## src/rtl/core/cse_pkg.sv

```systemverilog
// ----------------------------------------------------------------------------
// cse_pkg
// Shared types, register indexes and helpers of the COBS stream encoder.
// ----------------------------------------------------------------------------
`default_nettype none

package cse_pkg;

   localparam int CSR_IDX_W = 3;
   localparam int CSR_DAT_W = 8;

   localparam logic [CSR_IDX_W-1:0] CSR_DELIMITER = 3'd0;
   localparam logic [CSR_IDX_W-1:0] CSR_DEPTH     = 3'd1;
   localparam logic [CSR_IDX_W-1:0] CSR_RUN_EN    = 3'd2;
   localparam logic [CSR_IDX_W-1:0] CSR_RUN_BYTE  = 3'd3;
   localparam logic [CSR_IDX_W-1:0] CSR_RUN_LEN   = 3'd4;

   localparam logic [7:0] BYTE_MAX  = 8'hFF;
   localparam logic [7:0] BYTE_ZERO = 8'h00;

   localparam logic [7:0] DELIM_RST   = 8'h00;
   localparam logic [5:0] DEPTH_RST   = 6'd32;
   localparam logic [7:0] RUN_BYTE_RST = 8'h00;
   localparam logic [3:0] RUN_LEN_RST = 4'd2;

   // most bytes sent for one item; later bytes of the item are dropped
   localparam int EMIT_MAX = 52;

   typedef struct packed {
      logic [7:0] delimiter_value;
      logic [5:0] block_depth;
      logic       run_mode_enable;
      logic [7:0] run_byte;
      logic [3:0] run_length;
   } cfg_type;

   typedef struct packed {
      logic       push;
      logic       close;
      logic [7:0] data;
   } emit_cmd_type;

   // code equal to a nonzero delimiter goes out as zero
   function automatic logic [7:0] code_adj(input logic [7:0] code, input logic [7:0] delim);
      logic [7:0] res;
      res = code;
      if ((delim != BYTE_ZERO) && (code == delim)) begin
         res = BYTE_ZERO;
      end
      return res;
   endfunction

endpackage

`default_nettype wire

```

## src/rtl/core/cse_buf_ram.sv

```systemverilog
// ----------------------------------------------------------------------------
// cse_buf_ram
// Block buffer: one write port, one read port, registered read data.
// ----------------------------------------------------------------------------
`default_nettype none

module cse_buf_ram #(
   parameter int DEPTH = 32,
   parameter int AW    = 5
) (
   input  wire logic          clock,
   input  wire logic          wr_en,
   input  wire logic [AW-1:0] wr_addr,
   input  wire logic [7:0]    wr_data,
   input  wire logic          rd_en,
   input  wire logic [AW-1:0] rd_addr,
   output logic      [7:0]    rd_data
);

   logic [7:0] mem_ff [DEPTH];
   logic [7:0] rd_data_ff;

   always_ff @(posedge clock) begin
      if (wr_en) begin
         mem_ff[wr_addr] <= wr_data;
      end
   end

   always_ff @(posedge clock) begin
      if (rd_en) begin
         rd_data_ff <= mem_ff[rd_addr];
      end
   end

   assign rd_data = rd_data_ff;

endmodule

`default_nettype wire

```

## src/rtl/core/cse_emit.sv

```systemverilog
// ----------------------------------------------------------------------------
// cse_emit
// Result stage: a one-byte hold register ahead of the output register, so
// the last byte of an item can be flagged when the item closes.
// ----------------------------------------------------------------------------
`default_nettype none

module cse_emit (
   input  wire logic                  clock,
   input  wire logic                  reset,
   input  wire cse_pkg::emit_cmd_type cmd,
   output logic                       rdy,
   output logic                       rsp_valid,
   input  wire logic                  rsp_ready,
   output logic [7:0]                 rsp_out_byte,
   output logic                       rsp_last_of_run
);
   import cse_pkg::*;

   logic       hold_vld_ff, hold_vld_in;
   logic [7:0] hold_byte_ff, hold_byte_in;
   logic       rsp_valid_ff, rsp_valid_in;
   logic [7:0] rsp_byte_ff, rsp_byte_in;
   logic       rsp_last_ff, rsp_last_in;
   logic       out_free;

   assign out_free = !rsp_valid_ff || rsp_ready;
   assign rdy      = !hold_vld_ff || out_free;

   always_comb begin
      hold_vld_in  = hold_vld_ff;
      hold_byte_in = hold_byte_ff;
      rsp_valid_in = rsp_valid_ff && !rsp_ready;
      rsp_byte_in  = rsp_byte_ff;
      rsp_last_in  = rsp_last_ff;
      if ((cmd.push || cmd.close) && rdy) begin
         if (hold_vld_ff) begin
            rsp_valid_in = 1'b1;
            rsp_byte_in  = hold_byte_ff;
            rsp_last_in  = cmd.close;
         end
         if (cmd.push) begin
            hold_vld_in  = 1'b1;
            hold_byte_in = cmd.data;
         end else begin
            hold_vld_in = 1'b0;
         end
      end
   end

   always_ff @(posedge clock) begin
      if (reset) begin
         hold_vld_ff  <= 1'b0;
         rsp_valid_ff <= 1'b0;
      end else begin
         hold_vld_ff  <= hold_vld_in;
         rsp_valid_ff <= rsp_valid_in;
      end
      hold_byte_ff <= hold_byte_in;
      rsp_byte_ff  <= rsp_byte_in;
      rsp_last_ff  <= rsp_last_in;
   end

   assign rsp_valid       = rsp_valid_ff;
   assign rsp_out_byte    = rsp_byte_ff;
   assign rsp_last_of_run = rsp_last_ff;

endmodule

`default_nettype wire

```

## src/rtl/core/cse_ctrl.sv

```systemverilog
// ----------------------------------------------------------------------------
// cse_ctrl
// Encoder sequencer: fill position, pending run count, buffer writes and
// block flushes read back from the buffer RAM.
// ----------------------------------------------------------------------------
`default_nettype none

module cse_ctrl #(
   parameter int BUF_DEPTH = 32,
   parameter int MAX_RUN   = 15,
   parameter int AW        = 5
) (
   input  wire logic                  clock,
   input  wire logic                  reset,
   input  wire cse_pkg::cfg_type      cfg,
   input  wire logic                  req_valid,
   output logic                       req_ready,
   input  wire logic                  req_opcode,
   input  wire logic [7:0]            req_data_byte,
   output logic                       wr_en,
   output logic [AW-1:0]              wr_addr,
   output logic [7:0]                 wr_data,
   output logic                       rd_en,
   output logic [AW-1:0]              rd_addr,
   input  wire logic [7:0]            rd_data,
   output cse_pkg::emit_cmd_type      emit_cmd,
   input  wire logic                  emit_rdy
);
   import cse_pkg::*;

   localparam int POS_W  = $clog2(BUF_DEPTH + 1);
   localparam int PEND_W = $clog2(MAX_RUN + 1);
   localparam int CW     = 10;
   localparam int ECW    = $clog2(EMIT_MAX + 1);

   typedef enum logic [3:0] {
      S_IDLE,
      S_ENC_CHK,
      S_ENC_PUT,
      S_ENC_END,
      S_FIN_CHK,
      S_FIN_FL,
      S_FIN_DLM,
      S_FL_CODE,
      S_FL_DATA,
      S_DONE
   } state_type;

   state_type         state_ff, state_in;
   state_type         ret_ff, ret_in;
   logic [POS_W-1:0]  fill_ff, fill_in;
   logic [PEND_W-1:0] pend_ff, pend_in;
   logic              op_ff, op_in;
   logic [7:0]        byte_ff, byte_in;
   logic              replay_ff, replay_in;
   logic [7:0]        code_ff, code_in;
   logic [POS_W-1:0]  idx_ff, idx_in;
   logic [ECW-1:0]    ecnt_ff, ecnt_in;

   logic [CW-1:0]     bd_w, d_w, fill_w, rl_w, rle_w, sum_w;
   logic [PEND_W:0]   pend_inc;
   logic              full, run_hit;
   logic [7:0]        cur_byte;
   logic [POS_W-1:0]  idx_nx;

   always_comb begin
      bd_w = CW'(cfg.block_depth);
      if (bd_w < CW'(2)) begin
         d_w = CW'(2);
      end else if (bd_w > CW'(BUF_DEPTH)) begin
         d_w = CW'(BUF_DEPTH);
      end else begin
         d_w = bd_w;
      end
      rl_w = CW'(cfg.run_length);
      if (rl_w < CW'(1)) begin
         rle_w = CW'(1);
      end else if (rl_w > CW'(MAX_RUN)) begin
         rle_w = CW'(MAX_RUN);
      end else begin
         rle_w = rl_w;
      end
   end

   assign fill_w   = CW'(fill_ff);
   assign sum_w    = fill_w + d_w;
   assign full     = fill_w >= d_w;
   assign cur_byte = replay_ff ? cfg.run_byte : byte_ff;
   assign pend_inc = {1'b0, pend_ff} + 1'b1;
   assign idx_nx   = idx_ff + 1'b1;
   assign run_hit  = !req_opcode && cfg.run_mode_enable &&
                     (req_data_byte == cfg.run_byte) && (sum_w <= CW'(BYTE_MAX));
   assign req_ready = (state_ff == S_IDLE);

   always_comb begin
      state_in  = state_ff;
      ret_in    = ret_ff;
      fill_in   = fill_ff;
      pend_in   = pend_ff;
      op_in     = op_ff;
      byte_in   = byte_ff;
      replay_in = replay_ff;
      code_in   = code_ff;
      idx_in    = idx_ff;
      ecnt_in   = ecnt_ff;
      wr_en     = 1'b0;
      wr_addr   = fill_ff[AW-1:0];
      wr_data   = cur_byte;
      rd_en     = 1'b0;
      rd_addr   = idx_nx[AW-1:0];
      emit_cmd  = '0;

      case (state_ff)
         S_IDLE: begin
            if (req_valid) begin
               op_in   = req_opcode;
               byte_in = req_data_byte;
               ecnt_in = '0;
               if (run_hit) begin
                  if (CW'(pend_inc) >= rle_w) begin
                     pend_in  = '0;
                     code_in  = code_adj(sum_w[7:0], cfg.delimiter_value);
                     ret_in   = S_DONE;
                     state_in = S_FL_CODE;
                  end else begin
                     pend_in  = pend_inc[PEND_W-1:0];
                     state_in = S_DONE;
                  end
               end else begin
                  replay_in = (pend_ff != '0);
                  if ((pend_ff != '0) || !req_opcode) begin
                     state_in = S_ENC_CHK;
                  end else begin
                     state_in = S_FIN_CHK;
                  end
               end
            end
         end
         S_ENC_CHK: begin
            if (full) begin
               code_in  = code_adj(fill_w[7:0], cfg.delimiter_value);
               ret_in   = S_ENC_PUT;
               state_in = S_FL_CODE;
            end else begin
               state_in = S_ENC_PUT;
            end
         end
         S_ENC_PUT: begin
            if (cur_byte != cfg.delimiter_value) begin
               if (fill_w < CW'(BUF_DEPTH)) begin
                  wr_en   = 1'b1;
                  fill_in = fill_ff + 1'b1;
               end
               state_in = S_ENC_END;
            end else begin
               code_in  = code_adj(fill_w[7:0], cfg.delimiter_value);
               ret_in   = S_ENC_END;
               state_in = S_FL_CODE;
            end
         end
         S_ENC_END: begin
            if (replay_ff) begin
               pend_in = pend_ff - 1'b1;
               if (pend_ff == PEND_W'(1)) begin
                  replay_in = 1'b0;
                  state_in  = op_ff ? S_FIN_CHK : S_ENC_CHK;
               end else begin
                  state_in = S_ENC_CHK;
               end
            end else begin
               state_in = S_DONE;
            end
         end
         S_FIN_CHK: begin
            if (full) begin
               code_in  = code_adj(fill_w[7:0], cfg.delimiter_value);
               ret_in   = S_FIN_FL;
               state_in = S_FL_CODE;
            end else begin
               state_in = S_FIN_FL;
            end
         end
         S_FIN_FL: begin
            code_in  = code_adj(fill_w[7:0], cfg.delimiter_value);
            ret_in   = S_FIN_DLM;
            state_in = S_FL_CODE;
         end
         S_FIN_DLM: begin
            if (emit_rdy) begin
               emit_cmd.push = 1'b1;
               emit_cmd.data = cfg.delimiter_value;
               state_in      = S_DONE;
            end
         end
         S_FL_CODE: begin
            if (emit_rdy) begin
               emit_cmd.push = 1'b1;
               emit_cmd.data = code_ff;
               if (fill_ff == POS_W'(1)) begin
                  state_in = ret_ff;
               end else begin
                  rd_en    = 1'b1;
                  rd_addr  = AW'(1);
                  idx_in   = POS_W'(1);
                  state_in = S_FL_DATA;
               end
            end
         end
         S_FL_DATA: begin
            if (emit_rdy) begin
               emit_cmd.push = 1'b1;
               emit_cmd.data = rd_data;
               if (idx_nx < fill_ff) begin
                  rd_en  = 1'b1;
                  idx_in = idx_nx;
               end else begin
                  fill_in  = POS_W'(1);
                  state_in = ret_ff;
               end
            end
         end
         S_DONE: begin
            if (emit_rdy) begin
               emit_cmd.close = 1'b1;
               state_in       = S_IDLE;
            end
         end
         default: begin
            state_in = S_IDLE;
         end
      endcase

      // bytes past the per-item cap are dropped
      if (emit_cmd.push) begin
         if (ecnt_ff < ECW'(EMIT_MAX)) begin
            ecnt_in = ecnt_ff + 1'b1;
         end else begin
            emit_cmd.push = 1'b0;
         end
      end
   end

   always_ff @(posedge clock) begin
      if (reset) begin
         state_ff  <= S_IDLE;
         ret_ff    <= S_DONE;
         fill_ff   <= POS_W'(1);
         pend_ff   <= '0;
         replay_ff <= 1'b0;
         ecnt_ff   <= '0;
      end else begin
         state_ff  <= state_in;
         ret_ff    <= ret_in;
         fill_ff   <= fill_in;
         pend_ff   <= pend_in;
         replay_ff <= replay_in;
         ecnt_ff   <= ecnt_in;
      end
      op_ff   <= op_in;
      byte_ff <= byte_in;
      code_ff <= code_in;
      idx_ff  <= idx_in;
   end

endmodule

`default_nettype wire

```

## src/rtl/core/cobs_stream_encoder.sv

```systemverilog
// ----------------------------------------------------------------------------
// cobs_stream_encoder
// A buffered byte and each replayed run byte pass the check, put and end
// states, with req_ready low. A flush sends its code, then streams one buffer
// byte per cycle from the buffer RAM read port while the result stage is
// ready; the final byte of an item leaves in the cycle after the item closes.
// One item at a time. Reset clears control state and loads register defaults;
// buffer RAM is not cleared (slots are written before they are read).
// ----------------------------------------------------------------------------
`default_nettype none

module cobs_stream_encoder #(
   parameter int BUF_DEPTH = 32,
   parameter int MAX_RUN   = 15
) (
   input  wire logic                           clock,
   input  wire logic                           reset,
   input  wire logic                           csr_valid,
   output logic                                csr_ready,
   input  wire logic [cse_pkg::CSR_IDX_W-1:0]  csr_index,
   input  wire logic [cse_pkg::CSR_DAT_W-1:0]  csr_wdata,
   input  wire logic                           req_valid,
   output logic                                req_ready,
   input  wire logic                           req_opcode,
   input  wire logic [7:0]                     req_data_byte,
   output logic                                rsp_valid,
   input  wire logic                           rsp_ready,
   output logic [7:0]                          rsp_out_byte,
   output logic                                rsp_last_of_run
);
   import cse_pkg::*;

   localparam int AW = (BUF_DEPTH > 1) ? $clog2(BUF_DEPTH) : 1;

   cfg_type      cfg_ff, cfg_in;
   logic         wr_en, rd_en;
   logic [AW-1:0] wr_addr, rd_addr;
   logic [7:0]   wr_data, rd_data;
   emit_cmd_type emit_cmd;
   logic         emit_rdy;

   assign csr_ready = 1'b1;

   always_comb begin
      cfg_in = cfg_ff;
      if (csr_valid && csr_ready) begin
         case (csr_index)
            CSR_DELIMITER: cfg_in.delimiter_value = csr_wdata[7:0];
            CSR_DEPTH:     cfg_in.block_depth     = csr_wdata[5:0];
            CSR_RUN_EN:    cfg_in.run_mode_enable = csr_wdata[0];
            CSR_RUN_BYTE:  cfg_in.run_byte        = csr_wdata[7:0];
            CSR_RUN_LEN:   cfg_in.run_length      = csr_wdata[3:0];
            default: begin
               cfg_in = cfg_ff;
            end
         endcase
      end
   end

   always_ff @(posedge clock) begin
      if (reset) begin
         cfg_ff.delimiter_value <= DELIM_RST;
         cfg_ff.block_depth     <= DEPTH_RST;
         cfg_ff.run_mode_enable <= 1'b0;
         cfg_ff.run_byte        <= RUN_BYTE_RST;
         cfg_ff.run_length      <= RUN_LEN_RST;
      end else begin
         cfg_ff <= cfg_in;
      end
   end

   cse_ctrl #(
      .BUF_DEPTH (BUF_DEPTH),
      .MAX_RUN   (MAX_RUN),
      .AW        (AW)
   ) u_ctrl (
      .clock         (clock),
      .reset         (reset),
      .cfg           (cfg_ff),
      .req_valid     (req_valid),
      .req_ready     (req_ready),
      .req_opcode    (req_opcode),
      .req_data_byte (req_data_byte),
      .wr_en         (wr_en),
      .wr_addr       (wr_addr),
      .wr_data       (wr_data),
      .rd_en         (rd_en),
      .rd_addr       (rd_addr),
      .rd_data       (rd_data),
      .emit_cmd      (emit_cmd),
      .emit_rdy      (emit_rdy)
   );

   cse_buf_ram #(
      .DEPTH (BUF_DEPTH),
      .AW    (AW)
   ) u_buf (
      .clock   (clock),
      .wr_en   (wr_en),
      .wr_addr (wr_addr),
      .wr_data (wr_data),
      .rd_en   (rd_en),
      .rd_addr (rd_addr),
      .rd_data (rd_data)
   );

   cse_emit u_emit (
      .clock           (clock),
      .reset           (reset),
      .cmd             (emit_cmd),
      .rdy             (emit_rdy),
      .rsp_valid       (rsp_valid),
      .rsp_ready       (rsp_ready),
      .rsp_out_byte    (rsp_out_byte),
      .rsp_last_of_run (rsp_last_of_run)
   );

endmodule

`default_nettype wire

```

## config.mk

```make
export PLATFORM = sky130hd
export DESIGN_NAME = cobs_stream_encoder
export DESIGN_NICKNAME = d
export VERILOG_FILES = /design/src/rtl/core/cse_pkg.sv /design/src/rtl/core/cse_buf_ram.sv /design/src/rtl/core/cse_emit.sv /design/src/rtl/core/cse_ctrl.sv /design/src/rtl/core/cobs_stream_encoder.sv
export SDC_FILE = /design/constraint.sdc
export NUM_CORES = 1
export LEC_CHECK = 0
export BUFFER_PORTS_ARGS = -buffer_cell sky130_fd_sc_hd__buf_2
export CELL_PAD_IN_SITES_DETAIL_PLACEMENT = 1
export CELL_PAD_IN_SITES_GLOBAL_PLACEMENT = 2
export CORE_MARGIN = 3
export CORE_UTILIZATION = 40
export CTS_CLUSTER_DIAMETER = 100
export DETAILED_ROUTE_END_ITERATION = 7
export GPL_ROUTABILITY_DRIVEN = 0
export PLACE_DENSITY_LB_ADDON = 0.05
export SLEW_MARGIN = 10
export SYNTH_ARGS = -nofsm -noshare
export SYNTH_HDL_FRONTEND = slang
export SYNTH_SLANG_ARGS = --single-unit
```

## constraint.sdc

```tcl
create_clock -name clock -period 8.6 [get_ports clock]
set_clock_uncertainty 0.2 [all_clocks]
set_input_delay 0.86 -clock clock [delete_from_list [all_inputs] [get_ports clock]]
set_output_delay 0.86 -clock clock [all_outputs]
set_load 0.005 [all_outputs]
```

; Yosys cells after proc, flatten, opt, wreduce, memory -nomap -nowiden
; Memories as Yosys holds them, arrays and structs flattened. A register that Yosys moved wholly into a read port is not among the register bits.
; Index checks and enable logic that the tools add are counted.
; Widths: inputs -> output; s select.
[op_classes]
addsub = 6
order_cmp = 9
n_eq_ne = 37
mux = 85
n_reduce_logical = 41
[op_table]
columns = op, count
row1 = $mux 4, 22
row2 = $mux 6, 14
row3 = $mux 8, 10
row4 = $pmux 4 s10, 1
row5 = $pmux 8 s4, 1
row6 = $ne 2x1->1 const B, 13
row7 = $pmux 6 s2, 2
row8 = $pmux 8 s3, 1
row9 = $mux 1, 21
row10 = $pmux 4 s5, 1
row11 = $add 6x1->6 const B, 3
row12 = $eq 4x3->1 const B, 4
row13 = $eq 8x8->1, 2
row14 = $reduce_and 2->1, 8
row15 = $mux 5, 3
row16 = $lt 6x6->1 const B, 2
row17 = $mux 3, 4
row18 = $reduce_and 6->1, 2
row19 = $add 6x10->10, 1
row20 = $ge 6x10->1, 1
row21 = $le 10x8->1 const B, 1
row22 = $mux 10, 1
row23 = $ne 2x2->1 const B, 5
row24 = $reduce_and 5->1, 2
row25 = other kinds (33), 53
[totals]
ff_bits = 94
ramBits = 256
in_bits = 25
out_inout_bits = 12
word_cells = 199
mem_count = 1
[mem_list]
columns = memory, depth, word_bits, rd, rd_clocked_by_memory_dff, write_ports, line
row1 = u_buf.mem_ff, 32, 8, 1, 1, 1, cse_buf_ram.sv:20  ; logic [7:0] mem_ff [DEPTH];

; Logic depth before layout (Yosys ltp)
; Gate-level depths: netlist of the first run.
[depth]
depth_word = 11
depth_mapped = 13
mapped_depth_nobuf = 13

; By module
; A second synthesis of the first run with hierarchy kept.
[hier_totals]
cells_unflattened = 1030
hier_area_um2 = 16054.1
[modules_own_cells]
columns = mod, n_inst, cells_each, area_each_um2, seq_area_each_um2
row1 = cse_buf_ram, 1, 417, 10133.5, 7927.6
row2 = cse_ctrl, 1, 477, 4150.2, 1161.1
row3 = cobs_stream_encoder, 1, 107, 1153.6, 540.5
row4 = cse_emit, 1, 29, 616.8, 550.5

; Worst setup path after synthesis of the first run
; No wires, ideal clock.
[synth_path]
path_kind = register -> register
startpoint = register u_ctrl.idx_ff[0]
endpoint = register u_buf.rd_data_ff[0] (netlist: u_buf.rd_data[0]) (read register of u_buf.mem_ff), enable pin
setup_ps = 375
arrival_ps = 2875
t_required_ps = 8025
path_slack_ps = 5150
path_stages_with_launch = 11
path_buffers = 3
period_less_slack_ps = 3450
path_cell_list = edfxtp_1 > ha_1 > xnor2_1 > inv_1 > buf_2 > buf_2 > clkbuf_1 > ha_1 > a21oi_1 > o21ai_0 > a21oi_1
[synth_via]
elab_chain_len = 5
elab_cells_between_ends = 8
classes_between = add/sub (1) / order compare (1) / mux (6)
[synth_lines]
columns = item, line
row1 = "start, declared", cse_ctrl.sv:57  ; logic [POS_W-1:0] idx_ff, idx_in;
row2 = "start signal, assigned", cse_ctrl.sv:262  ; idx_ff <= idx_in;
row3 = $add 6x1->6, cse_ctrl.sv:90  ; assign idx_nx = idx_ff + 1'b1;
row4 = named net u_ctrl.idx_nx[2], cse_ctrl.sv:64  ; logic [POS_W-1:0] idx_nx;
row5 = $lt 6x6->1, cse_ctrl.sv:213  ; if (idx_nx < fill_ff) begin
row6 = $mux 1, cse_ctrl.sv:213
row7 = $mux 1, cse_ctrl.sv:210  ; if (emit_rdy) begin
row8 = $pmux 1 s2, cse_ctrl.sv:113  ; case (state_ff)
row9 = named net rd_en, cobs_stream_encoder.sv:36  ; logic wr_en, rd_en;
row10 = "end, declared", cse_buf_ram.sv:21  ; logic [7:0] rd_data_ff;
; The timed path passes the listed nets, and every way through them passes these cells.
; A chain may end at the register's enable or synchronous reset.

; Worst setup path after layout of the first run
[layout_path]
startpoint = register u_ctrl.idx_ff[0]
endpoint = register u_buf.rd_data_ff[4] (netlist: u_buf.rd_data[4]) (read register of u_buf.mem_ff), data pin
[layout_via]
elab_chain_len = 5
elab_cells_between_ends = 8
classes_between = add/sub (1) / order compare (1) / mux (6)
[layout_lines]
columns = item, line
row1 = $add 6x1->6 *, cse_ctrl.sv:90
row2 = $lt 6x6->1, cse_ctrl.sv:213
row3 = $mux 1, cse_ctrl.sv:213
row4 = $mux 1, cse_ctrl.sv:210
row5 = $pmux 1 s2, cse_ctrl.sv:113
; Every way passes the cells marked *; elsewhere a longest branch is shown, timed or not.

==> flow_summary.toml, run 1 <==
[sta]
max_freq_mhz = 227
fin_tns_setup_ns = 0
finalSetupViolations = 0
hold_viol_final = 0
tightest_slew_ns = 1.30
rsz0062_at_grt = "no"
max_slew_margin = 0.130
min_period_ns = 4.40
finalMaxSlewViolations = 0
finalCritPeriodShare = 0.512
finalWorstSetupSlack_ns = 4.20

[placement]
place_area_um2 = 16600
hpwl_um = 31900
pre_cts_ws_ns = 4.07
portBuffers = 35

[logic_synthesis]
synth-edff-count = 303
synthArstFlopShare = 0
yosysTopAreaCell = "edfxtp_1"
synth_top_area_share = 0.568
syn-num-nets = 1324
ys.flop_type = "edfxtp_1"
synth_area_um2 = 16000
synth_warnings = 0
yosysSeqAreaShare = 0.635
synthTopCellsByArea = "edfxtp_1 57%, dfxtp_1 6.7%, mux2i_1 3.9%"
avgSynthCellArea_um2 = 12.7
synth.distinct_cells = 79
synth_seq_cells = 357
synthCells = 1266

[power]
power_frac_comb = 0.209
switching_share = 0.316
power_frac_clock = 0.346
powerDensity_nw_per_um2 = 280
intPower_w = 0.00344
leakagePower_nw = 6.20
ir_worst_vdd_uv = 172
switchingPower_w = 0.00159
p_seq_frac = 0.445

[grt]
grt_max_degree = 64
grt_pass1_vias = 11000
grt_pass1_wl_um = 73100
antenna_found_initial = 4
grtUsageTotal = 0.236
gr-total-overflow = 0

[cells_and_area]
drive_above_1_share = 0.122
nets = 1341
fin_util = 0.460
final_area_um2 = 18000
n_fill_cell = 4036
syn2layout_area_growth_pct = 12.1
diodes = 0

[clocking]
clk_latency_ns = 0.57
cts_sinks = 357
clk_pin_slew_ns = 0.06
cts_tree = "built"
numCtsBuffers = 40
cts_setup_buffers = 0
cts-root-buf = "clkbuf_16"
cts-htree-levels = 2
hold_buffers = 0
ctsResizeCount = 0
clockBufferDepth = 3

[worst_setup_path]
reg2reg_to = "u_buf.rd_data[4]$_DFFE_PP_"
crit_fanout = 63
endpoint_kind = "flip-flop"
rrSetupSlack_ns = 4.20
cp.required_ns = 8.67
criticalPathCategory = "flip-flop to flip-flop"
worstReg2RegStart = "u_ctrl.idx_ff[0]$_SDFFCE_PN1P_"
crit_arrival_ns = 4.47
start_kind = "flip-flop"
rr_worst_depth = 8

[floorplan]
start_util = 0.410
die_w_um = 206
core_area_um2 = 39100
row_count = 72
ios = 37
dieArea_um2 = 42500
die_h_um = 206

[routing]
ant_nets = 0
first_iter_violations = 862
via_per_inst = 5.78
firstDrtPassIters = 6
vias = 10600
wl_per_cell_um = 26.9
drc = 0
drt-total-wl_um = 49300

[worst_hold_path]
min_from = "u_emit.hold_byte_ff[6]$_DFFE_PP_"
hold_depth = 0
hold_class = "flip-flop to flip-flop"
worstHoldEndpoint = "u_emit.rsp_out_byte[6]$_DFFE_PP_"

[outcome]
outcome = "completed"

[run]
maxCapViolCount = 0
## worst max path at each step
stage	start	endpoint	slack (ns)	depth (start not counted)
2_1_floorplan	u_ctrl.idx_ff[0]$_SDFFCE_PN1P_	u_buf.rd_data[0]$_DFFE_PP_	5.15	10
3_3_place_gp	rsp_ready	u_buf.rd_data[5]$_DFFE_PP_	4.15	9
3_5_place_dp	rsp_ready	u_buf.rd_data[4]$_DFFE_PP_	4.07	9
4_1_cts	u_ctrl.replay_ff$_SDFFE_PP0P_	u_buf.mem_ff[6][2]$_DFFE_PP_	4.17	6
5_1_grt	u_ctrl.replay_ff$_SDFFE_PP0P_	u_buf.mem_ff[6][2]$_DFFE_PP_	3.94	6
6_report	u_ctrl.idx_ff[0]$_SDFFCE_PN1P_	u_buf.rd_data[4]$_DFFE_PP_	4.20	8
## power by group through the flow
stage	Sequential (W)	Combinational, W	Clock, W
2_1_floorplan	0.00222	0.000651	0
3_3_place_gp	0.00228	0.00104	0
3_5_place_dp	0.00228	0.00105	0
4_1_cts	0.00224	0.00105	0.00178
5_1_grt	0.00225	0.00114	0.00185
6_report	0.00224	0.00105	0.00174
## worst max-delay path: stages (launching register included)
cell	delay [ns]
edfxtp_1	0.34
buf_4	0.63
buf_4	0.76
nand2_1	0.68
buf_4	0.43
o22ai_1	0.23
o221ai_1	0.24
a31oi_1	0.38
a22oi_1	0.14
## per-layer routing
| metal | GRT usage | wire length, um | share of wire |
|---|---|---|---|
| met5 | 0 | 0 | 0 |
| met4 | 0.0521 | 933 | 0.019 |
| met3 | 0.0449 | 3320 | 0.067 |
| met2 | 0.359 | 21900 | 0.44 |
| met1 | 0.352 | 23200 | 0.47 |
## cells by family after synthesis
kind of cell	after synthesis	share of synthesized area
muxes	94	0.0630
buffers and inverters	112	0.0293
and+or+nand+nor	341	0.100
DFF	357	0.635
xor gates and xnor gates	41	0.0246
adders and majority gates	33	0.0262
AOI/OAI and AO/OA	287	0.122
other	1	0.000234
## layout by cell type, fill, tap and decap left out, types with 12 or more instances in the layout
cell,count
nor2b_1,18
xor2_1,19
nand2_1,114
clkbuf_16,41
dfxtp_1,54
buf_4,12
a31oi_1,20
mux2i_1,63
mux2_2,25
a22oi_1,13
nor3_1,16
o221ai_1,33
inv_1,38
nor2_1,103
xnor2_1,18
nand3_1,33
o21ai_0,30
a21oi_1,87
o22ai_1,15
buf_2,35
ha_1,32
edfxtp_1,303
## area by class of cell
class / instances / area (um^2) / share of cell area
Inverter: 40 / 150 / 0.00835
Tap cell: 518 / 648 / 0.0361
Timing Repair Buffer: 47 / 265 / 0.0148
Sequential cell: 357 / 10200 / 0.566
Clock buffer: 45 / 1050 / 0.0585
Clock inverter: 28 / 278 / 0.0155
Multi-Input combinational cell: 797 / 5410 / 0.301
## metrics by stage
| step | instances | hold WS, ns | total power (W) |
|---|---|---|---|
| 6_report | 1832 | 0.214 | 0.00503 |
| 3_3_place_gp | 1759 | 0.202 | 0.00332 |
| 2_1_floorplan | 1266 | 0.200 | 0.00287 |
| 5_1_grt | 1832 | 0.222 | 0.00524 |
| 3_5_place_dp | 1759 | 0.208 | 0.00332 |
| 4_1_cts | 1832 | 0.220 | 0.00507 |
## sequential cells by signal, indices dropped and copies added, names as in the netlist
name and count:
cfg_ff 27, u_buf.mem_ff 256, u_buf.rd_data 8, u_ctrl.byte_ff 8, u_ctrl.code_ff 7, u_ctrl.ecnt_ff 6, u_ctrl.fill_ff 6, u_ctrl.idx_ff 6
u_ctrl.op_ff 1, u_ctrl.pend_ff 4, u_ctrl.replay_ff 1, u_ctrl.ret_ff 4, u_ctrl.state_ff 4, u_emit.hold_byte_ff 8, u_emit.hold_vld_ff 1, u_emit.rsp_last_of_run 1
u_emit.rsp_out_byte 8, u_emit.rsp_valid 1
## synthesized netlist by cell type, types with 5 or more instances
cell and n:
xor2_1 19, mux2_2 25, inv_1 38, ha_1 32
nand2b_1 5, nor3_1 16, a31oi_1 20, nor2b_1 18
a22oi_1 13, nand3_1 33, dfxtp_1 54, a21oi_1 87
a2111oi_0 9, mux2i_1 63, edfxtp_1 303, buf_1 6
a211oi_1 11, mux2_4 5, xnor2_1 19, nand4_1 9
a21o_1 7, o21a_1 8, nor2_1 104, o211ai_1 7
nand3b_1 6, o21ai_0 30, and3_1 7, nor4_1 5
o22ai_1 15, buf_2 27, nand2_1 114, o221ai_1 33
a32oi_1 5, clkbuf_1 36, o2111ai_1 8
(Power assumes the default switching activity.)
==> inputs of run 2 (changes only) <==
==> constraint.sdc (replaced) <==
create_clock -name clock -period 4.51 [get_ports clock]
set_clock_uncertainty 0.2 [all_clocks]
set_input_delay 0.451 -clock clock [delete_from_list [all_inputs] [get_ports clock]]
set_output_delay 0.451 -clock clock [all_outputs]
set_load 0.005 [all_outputs]
==> run 2 against run 1 <==
Against the previous run:
- worst setup slack lost 3.4 ns
- core utilization grew 1.7 points
- non-clock buffer count grew 70
- clock power grew 98%
- first-iteration DRC count shrank 11%
- count of clock-buffer cells in the layout grew 3
- design area grew 3.6%
- sequential share of layout area shrank 2.0 points
- critical path type unchanged
- largest power group unchanged
==> flow_summary.toml, run 2 (synthesized netlist as in run 1, its figures left out) <==
[grt]
use_met3 = 0.0471
grt_pass1_vias = 11200
gr-total-overflow = 0
grt_pass1_wl_um = 74100
use_met1 = 0.335
busiest_layer = "met2"
grt_max_degree = 100
grtUsageTotal = 0.238
antenna_found_initial = 3
use_met2 = 0.374

[clocking]
clk_latency_ns = 0.56
cts_tree = "built"
clk_pin_slew_ns = 0.06
clockBufferDepth = 3
numCtsBuffers = 40
cts-root-buf = "clkbuf_16"
cts-htree-levels = 2
cts_sinks = 357
ctsResizeCount = 0
cts_setup_buffers = 0

[sta]
finalSetupViolations = 0
hold_viol_final = 0
tightest_slew_ns = 1.01
holdWs_ns = 0.0399
finalCritPeriodShare = 0.822
min_period_ns = 3.71
fin_tns_setup_ns = 0
finalMaxSlewViolations = 0
rsz0062_at_grt = "no"
max_slew_margin = 0.321
max_freq_mhz = 270

[routing]
wl_per_cell_um = 26.2
drc = 0
first_iter_violations = 769
drt-total-wl_um = 49900
ant_nets = 0
vias = 10900
firstDrtPassIters = 5
via_per_inst = 5.71

[floorplan]
die_h_um = 206
die_w_um = 206
row_count = 72
dieArea_um2 = 42500
start_util = 0.410
ios = 37
core_area_um2 = 39100

[cells_and_area]
most-common-layout-cells = "303 x edfxtp_1, 114 x nand2_1, 104 x nor2_1"
nets = 1411
seq_area_um2 = 10200
largest_reg_flops = 256
n_fill_cell = 4032
layout_commonest_cell = "edfxtp_1"
top_register = "u_buf.mem_ff"
largestRegisters = "u_buf.mem_ff: 256 flops, cfg_ff: 27 flops"
syn2layout_area_growth_pct = 16.2
diodes = 0
fin_util = 0.477
drive_above_1_share = 0.155
multi_input_area_um2 = 5400

[placement]
hpwl_um = 33000
portBuffers = 35

[power]
powerDensity_nw_per_um2 = 525
power_frac_comb = 0.216
power_frac_clock = 0.352
p_seq_frac = 0.431
leakagePower_nw = 6.59
intPower_w = 0.00677
ir_worst_vdd_uv = 316
switching_share = 0.308
switchingPower_w = 0.00301

[worst_setup_path]
endpoint_kind = "flip-flop"
cp.required_ns = 4.50
start_kind = "flip-flop"
criticalPathCategory = "flip-flop to flip-flop"
crit_arrival_ns = 3.70
crit_fanout = 33
cpPeakStageDelay_ns = 0.66
critPathBufInv = 0
crit_chain = "mux2_4 -> xor2_1 -> nor4_4 -> a211oi_4 -> nand2_1 -> nor2_1"
crit_family = "simple AND/OR/NAND/NOR gates"
cp_slowest_cell = "dfxtp_1"

[outcome]
outcome = "completed"

[run]
maxCapViolCount = 0

[worst_hold_path]
hold_class = "primary input to flip-flop"
-- run 2: cell types whose count changed in the layout (fill, tap and decap cells not counted), moves of 2 or more --
cell / before / now
buf_12: 0 / 2
clkbuf_1: 3 / 5
bufinv_16: 4 / 6
clkinv_1: 10 / 6
dlygate4sd3_1: 0 / 17
buf_4: 12 / 63
-- run 2: path summary, 6_finish.rpt --
check	to	start	slack, ns	depth (start not counted)
max	u_buf.mem_ff[25][3]$_DFFE_PP_	u_ctrl.replay_ff$_SDFFE_PP0P_	0.80	6
min	cfg_ff[4]$_SDFFE_PP0P_	csr_wdata[0]	0.04	3
max reg2reg	u_buf.mem_ff[25][3]$_DFFE_PP_	u_ctrl.replay_ff$_SDFFE_PP0P_	0.80	6
min reg2reg	u_emit.rsp_out_byte[6]$_DFFE_PP_	u_emit.hold_byte_ff[6]$_DFFE_PP_	0.21	0
-- run 2: cell type report --
class,instances,area share
sequential,357,0.546
multi-input combinational,797,0.290
clock buffer,48,0.0582
timing repair buffer,117,0.0461
tap,518,0.0348
clock inverter,26,0.0165
inverter,40,0.00806
-- run 2: timing repair --
action / 4_1_cts / 5_1_grt
hold buffers: 17 / 0
endpoints found under the hold margin: 23 / 0
setup endpoints to repair: 0 / 0
-- run 2: power by group through the flow --
stage,registers (W),logic (W),clock network [W]
after floorplan,0.00423,0.00124,0
after global placement,0.00429,0.00210,0
after detailed placement,0.00429,0.00212,0
after CTS,0.00422,0.00213,0.00352
after global routing,0.00424,0.00230,0.00365
final,0.00422,0.00212,0.00345
-- run 2: metal layers --
metal,share of wire,vias up
met5,0,-
met4,0.028,0
met3,0.055,73
met2,0.46,292
met1,0.46,5523
li1,-,4973
-- run 2: stage by stage --
stage                     cells  setup WS [ns]  area, um^2  total power, W
after floorplan            1266           1.06       16000         0.00548
after global placement     1812          0.930       17100         0.00639
after detailed placement   1812          0.781       17100         0.00641
after CTS                  1903          0.769       18600         0.00987
after global routing       1903          0.520       18600          0.0102
final                      1903          0.805       18600         0.00978
-- run 2: worst register-to-register path, delay by kind of cell, from the launching register on --
family	cells	cell delay [ns]
compound gates	1	0.46
simple gates	3	1.10
mux	1	0.61
xor+xnor	1	0.30
flops	1	0.66
